File: config.mk
export PLATFORM = sky130hd
export DESIGN_NAME = pbss_prod
export DESIGN_NICKNAME = d
export VERILOG_FILES = /design/src/rtl/core/pbss_prod.sv
export SDC_FILE = /design/constraint.sdc
export NUM_CORES = 2
export LEC_CHECK = 0
export BUFFER_PORTS_ARGS = -buffer_cell sky130_fd_sc_hd__buf_2
export CORE_AREA = 2 2 271 273
export DETAILED_ROUTE_END_ITERATION = 7
export DIE_AREA = 0 0 273 275
export HOLD_SLACK_MARGIN = 0.06
export PLACE_DENSITY_LB_ADDON = 0.05
export SETUP_SLACK_MARGIN = 0.05
export SKIP_CTS_REPAIR_TIMING = 1
export SLEW_MARGIN = 20
export SYNTH_ARGS = -nofsm -noshare
export SYNTH_HDL_FRONTEND = slang
export SYNTH_SLANG_ARGS = --single-unit
File: constraint.sdc
create_clock -name clk -period 7.7 [get_ports clk]
set_input_delay 0.77 -clock clk [delete_from_list [all_inputs] [get_ports clk]]
set_output_delay 0.77 -clock clk [all_outputs]
set_load 0.02 [all_outputs]
File: src/rtl/core/pbss_prod.sv
module pbss_prod #(
  parameter int DW = 17
) (
  input  logic                   clk,
  input  logic                   en,
  input  logic signed [DW-1:0]   d_x,
  input  logic signed [DW-1:0]   d_y,
  input  logic signed [DW-1:0]   d_z,
  output logic signed [2*DW-1:0] p_xy_r,
  output logic signed [2*DW-1:0] p_yz_r,
  output logic signed [2*DW-1:0] p_xz_r,
  output logic                   zero_r
);

  always_ff @(posedge clk) begin
    if (en) begin
      p_xy_r <= d_x * d_y;
      p_yz_r <= d_y * d_z;
      p_xz_r <= d_x * d_z;
      zero_r <= (d_x == '0) && (d_y == '0) && (d_z == '0);
    end
  end

endmodule

Word level (Yosys, flattened, before mapping)
Index checks and enable logic that the tools add are counted. W data, S select, Z words.

Multiply operators: 3. Reductions and logical operators: 5.

Operator list (count): $mul A17 B17 Y34 (3); $logic_not A17 Y1 (3); $logic_and A1 B1 Y1 (2).

Input bits: 53. Logic and storage cells: 12. Bits in registers: 103.

Depth between registers and ports, before layout
Depth after elaboration: 3. Mapped depth: 26. Mapped depth without buffers: 24.

Least setup slack after synthesis
OpenSTA, ideal clock, no wires.

Path kind: input port to flip-flop. Start point: input port d_x[16]. End point: register p_xz_r[33] (data pin). Stages: 22. Setup slack: 734 ps. Required time: 7440 ps. Path buffers: 2. Setup time: 260 ps. Arrival time: 6706 ps. Cells stage by stage: clkbuf_1 clkbuf_1 nand2_1 fa_1 inv_1 fa_1 fa_1 fa_1 fa_1 inv_1 fa_1 inv_1 ha_1 a21oi_1 o21ai_1 or2_0 or3_1 o22ai_1 o211ai_1 a31o_1 a21oi_1 xnor2_1.

Cells in the longest elaborated chain, start to end: 1.

Ends and longest elaborated chain: from (decl) (line 6) `input logic signed [DW-1:0] d_x,`; $mul A17 B17 Y34 (line 19) `p_xz_r <= d_x * d_z;`; to (signal assigned) (line 19); to (decl) (line 11) `output logic signed [2*DW-1:0] p_xz_r,`.

No other way between the ends. A chain may end at the register's enable or synchronous reset.

Worst setup path after layout
Start point: input port d_x[9]. End point: register p_xz_r[33] (data pin).

Same word-level chain as after synthesis.

==> flow_metrics.tcl <==
set metrics [dict create \
    num-fill-cells 6771 \
    yosys-top-cells-area "fa_1 (50%), inv_1 (9.5%), ha_1 (8.9%)" \
    startpoint_type "input pin" \
    ant_nets 0 \
    grt_max_degree 59 \
    slew_headroom_pct 41.1 \
    finalMaxSlewViolations 0 \
    routed_wl_um 83900 \
    chipHeight_um 275 \
    cts_tree "done" \
    clkTransAtPathRegs_ns 0.09 \
    critPathSlowestCell "buf_2" \
    dp_hpwl_um 66700 \
    drt_first_pass_iters 6 \
    synth_warnings 0 \
    worst_path_most_repeated_cell "fa_1" \
    rsz0062_at_grt "false" \
    grt-ovfl-total 0 \
    synth_top_area_cell "fa_1" \
    antenna_found_initial 1 \
    fmax_mhz 142 \
    ys.flop_type "edfxtp_1" \
    route.detailed.drc 0 \
    hold_viol 0 \
    cp_top_family "adder cells" \
    outcome "finished clean" \
    worstPathArrival_ns 7.19 \
    worst-path-stages 23 \
    grt_pass1_vias 27200 \
    core_area_mm2 0.0723 \
    hold_depth 1 \
    layout-drive-gt1-share_pct 6.42 \
    cts-root-buf "clkbuf_16" \
    via_per_inst 5.17 \
    drt_iter0_markers 1269 \
    async_flop_share_pct 0 \
    htreeDepth 3 \
    io_buffer_count 155 \
    synth.distinct_cells 55 \
    yosysSeqAreaShare_pct 8.66 \
    grt_pass1_wl_um 142000 \
    crit_fanout 35 \
    boundaryPins 156 \
    avgSynthCellArea_um2 9.67 \
    hold_path.class "in -> reg" \
    yosysMostFrequentCell "inv_1" \
    synth_edf_count 103 \
    final.setup.tns_ns 0 \
    min_period_ns 7.02 \
    synth_area_mm2 0.0357 \
    clk_path_buf_depth 2 \
    synthCells 3691 \
    synth_top_area_share_pct 49.8 \
    critPathKind "in -> reg" \
    worst_slew_pin_slew_ns 0.883 \
    ys_top_cells_by_count "inv_1 (902), fa_1 (888), and2_1 (433)" \
    nNetsFinal 4927 \
    max_cap_viol_count 0 \
    synth_nets 4887 \
    end_kind "register" \
    critPathMaxStageDelay_ns 0.62 \
    cts_made_buffers 9 \
    finalSetupViolCount 0 \
    cp_cell_sequence "buf_2, nand2_1, fa_1, fa_1, inv_1, fa_1, inv_1, fa_1, inv_1, fa_1, inv_1, fa_1, inv_1, ha_1, and3_1, a311oi_1, a21oi_1, o22ai_1, buf_4, o211ai_1, a31o_1, a21oi_1, xnor2_1" \
    final.period_utilization_pct 91.2 \
    area_growth_pct 5.82 \
    crit_required_ns 7.87 \
    synth-seq-cells 103 \
    wl_per_cell_um 17.9 \
    vias 24300 \
    cts.sinks 103 \
    dieArea_mm2 0.0751 \
    track_usage_pct 24.3 \
    initial_core_util_pct 49.4 \
    place_congestion 0.850 \
    rows 99 \
    crit_buf_inv 7 \
    die_w_um 273 \
]
-- stage by stage --
step	instance area, um^2	std cells	hold slack (ns)	worst slack [ns]	utilization, %
final	37800	4696	0.942	0.680	52.2
after global placement	37500	4679	1.21	0.398	51.8
after global routing	37800	4695	0.986	0.405	52.2
after detailed placement	37500	4679	1.21	0.331	51.8
after floorplan	35700	3691	0.882	0.734	-
after CTS	37800	4695	0.972	0.762	52.2
-- flip-flops by register name, indices dropped and copies added, names as in the netlist --
name    count
p_yz_r     34
p_xy_r     34
p_xz_r     34
zero_r      1
-- logic make-up after synthesis --
logic type	synth area share, %
fa+ha+maj	58.7
xor+xnor	2.65
simple gates	14.6
compound gates	3.92
flops	8.66
buf+inv	11.4
-- final timing paths --
kind,to,startpoint,slack (ns)
hold / removal,p_xz_r[33]$_DFFE_PP_,en,0.94
setup / recovery,p_xz_r[33]$_DFFE_PP_,d_x[9],0.68
-- metal layers --
metal / share of wire, % / global-route usage (%) / up-vias
met3: 4.6 / 2.18 / 70
met2: 49 / 41.4 / 571
met4: 1.8 / 5.13 / 2
met1: 44 / 34.1 / 12800
met5: 0.015 / 0 / -
li1: - / - / 10800
-- cells in the final DEF (no fill, tap or decap), types with 52 or more instances in the layout --
cell type and n:
inv_1 902, fa_1 888, and2_1 433, nand2_1 427, ha_1 255, buf_2 154, edfxtp_1 103, xnor2_1 87
nor2_1 72, a21oi_1 65, buf_4 52
-- cell type report --
class                      count  area [um^2]  share of cell area [%]
clock inverter                 7         88.8                   0.235
inverter                     903         3390                    8.97
antenna                        1         2.50                 0.00662
sequential                   103         3090                    8.19
tap                          959         1200                    3.18
timing repair buffer         210         1240                    3.29
clock buffer                   9          225                   0.596
multi-input combinational   2504        28500                    75.5
Power is not shown: default switching activity piles up to over one toggle a cycle in this logic, so the estimate is an artifact.
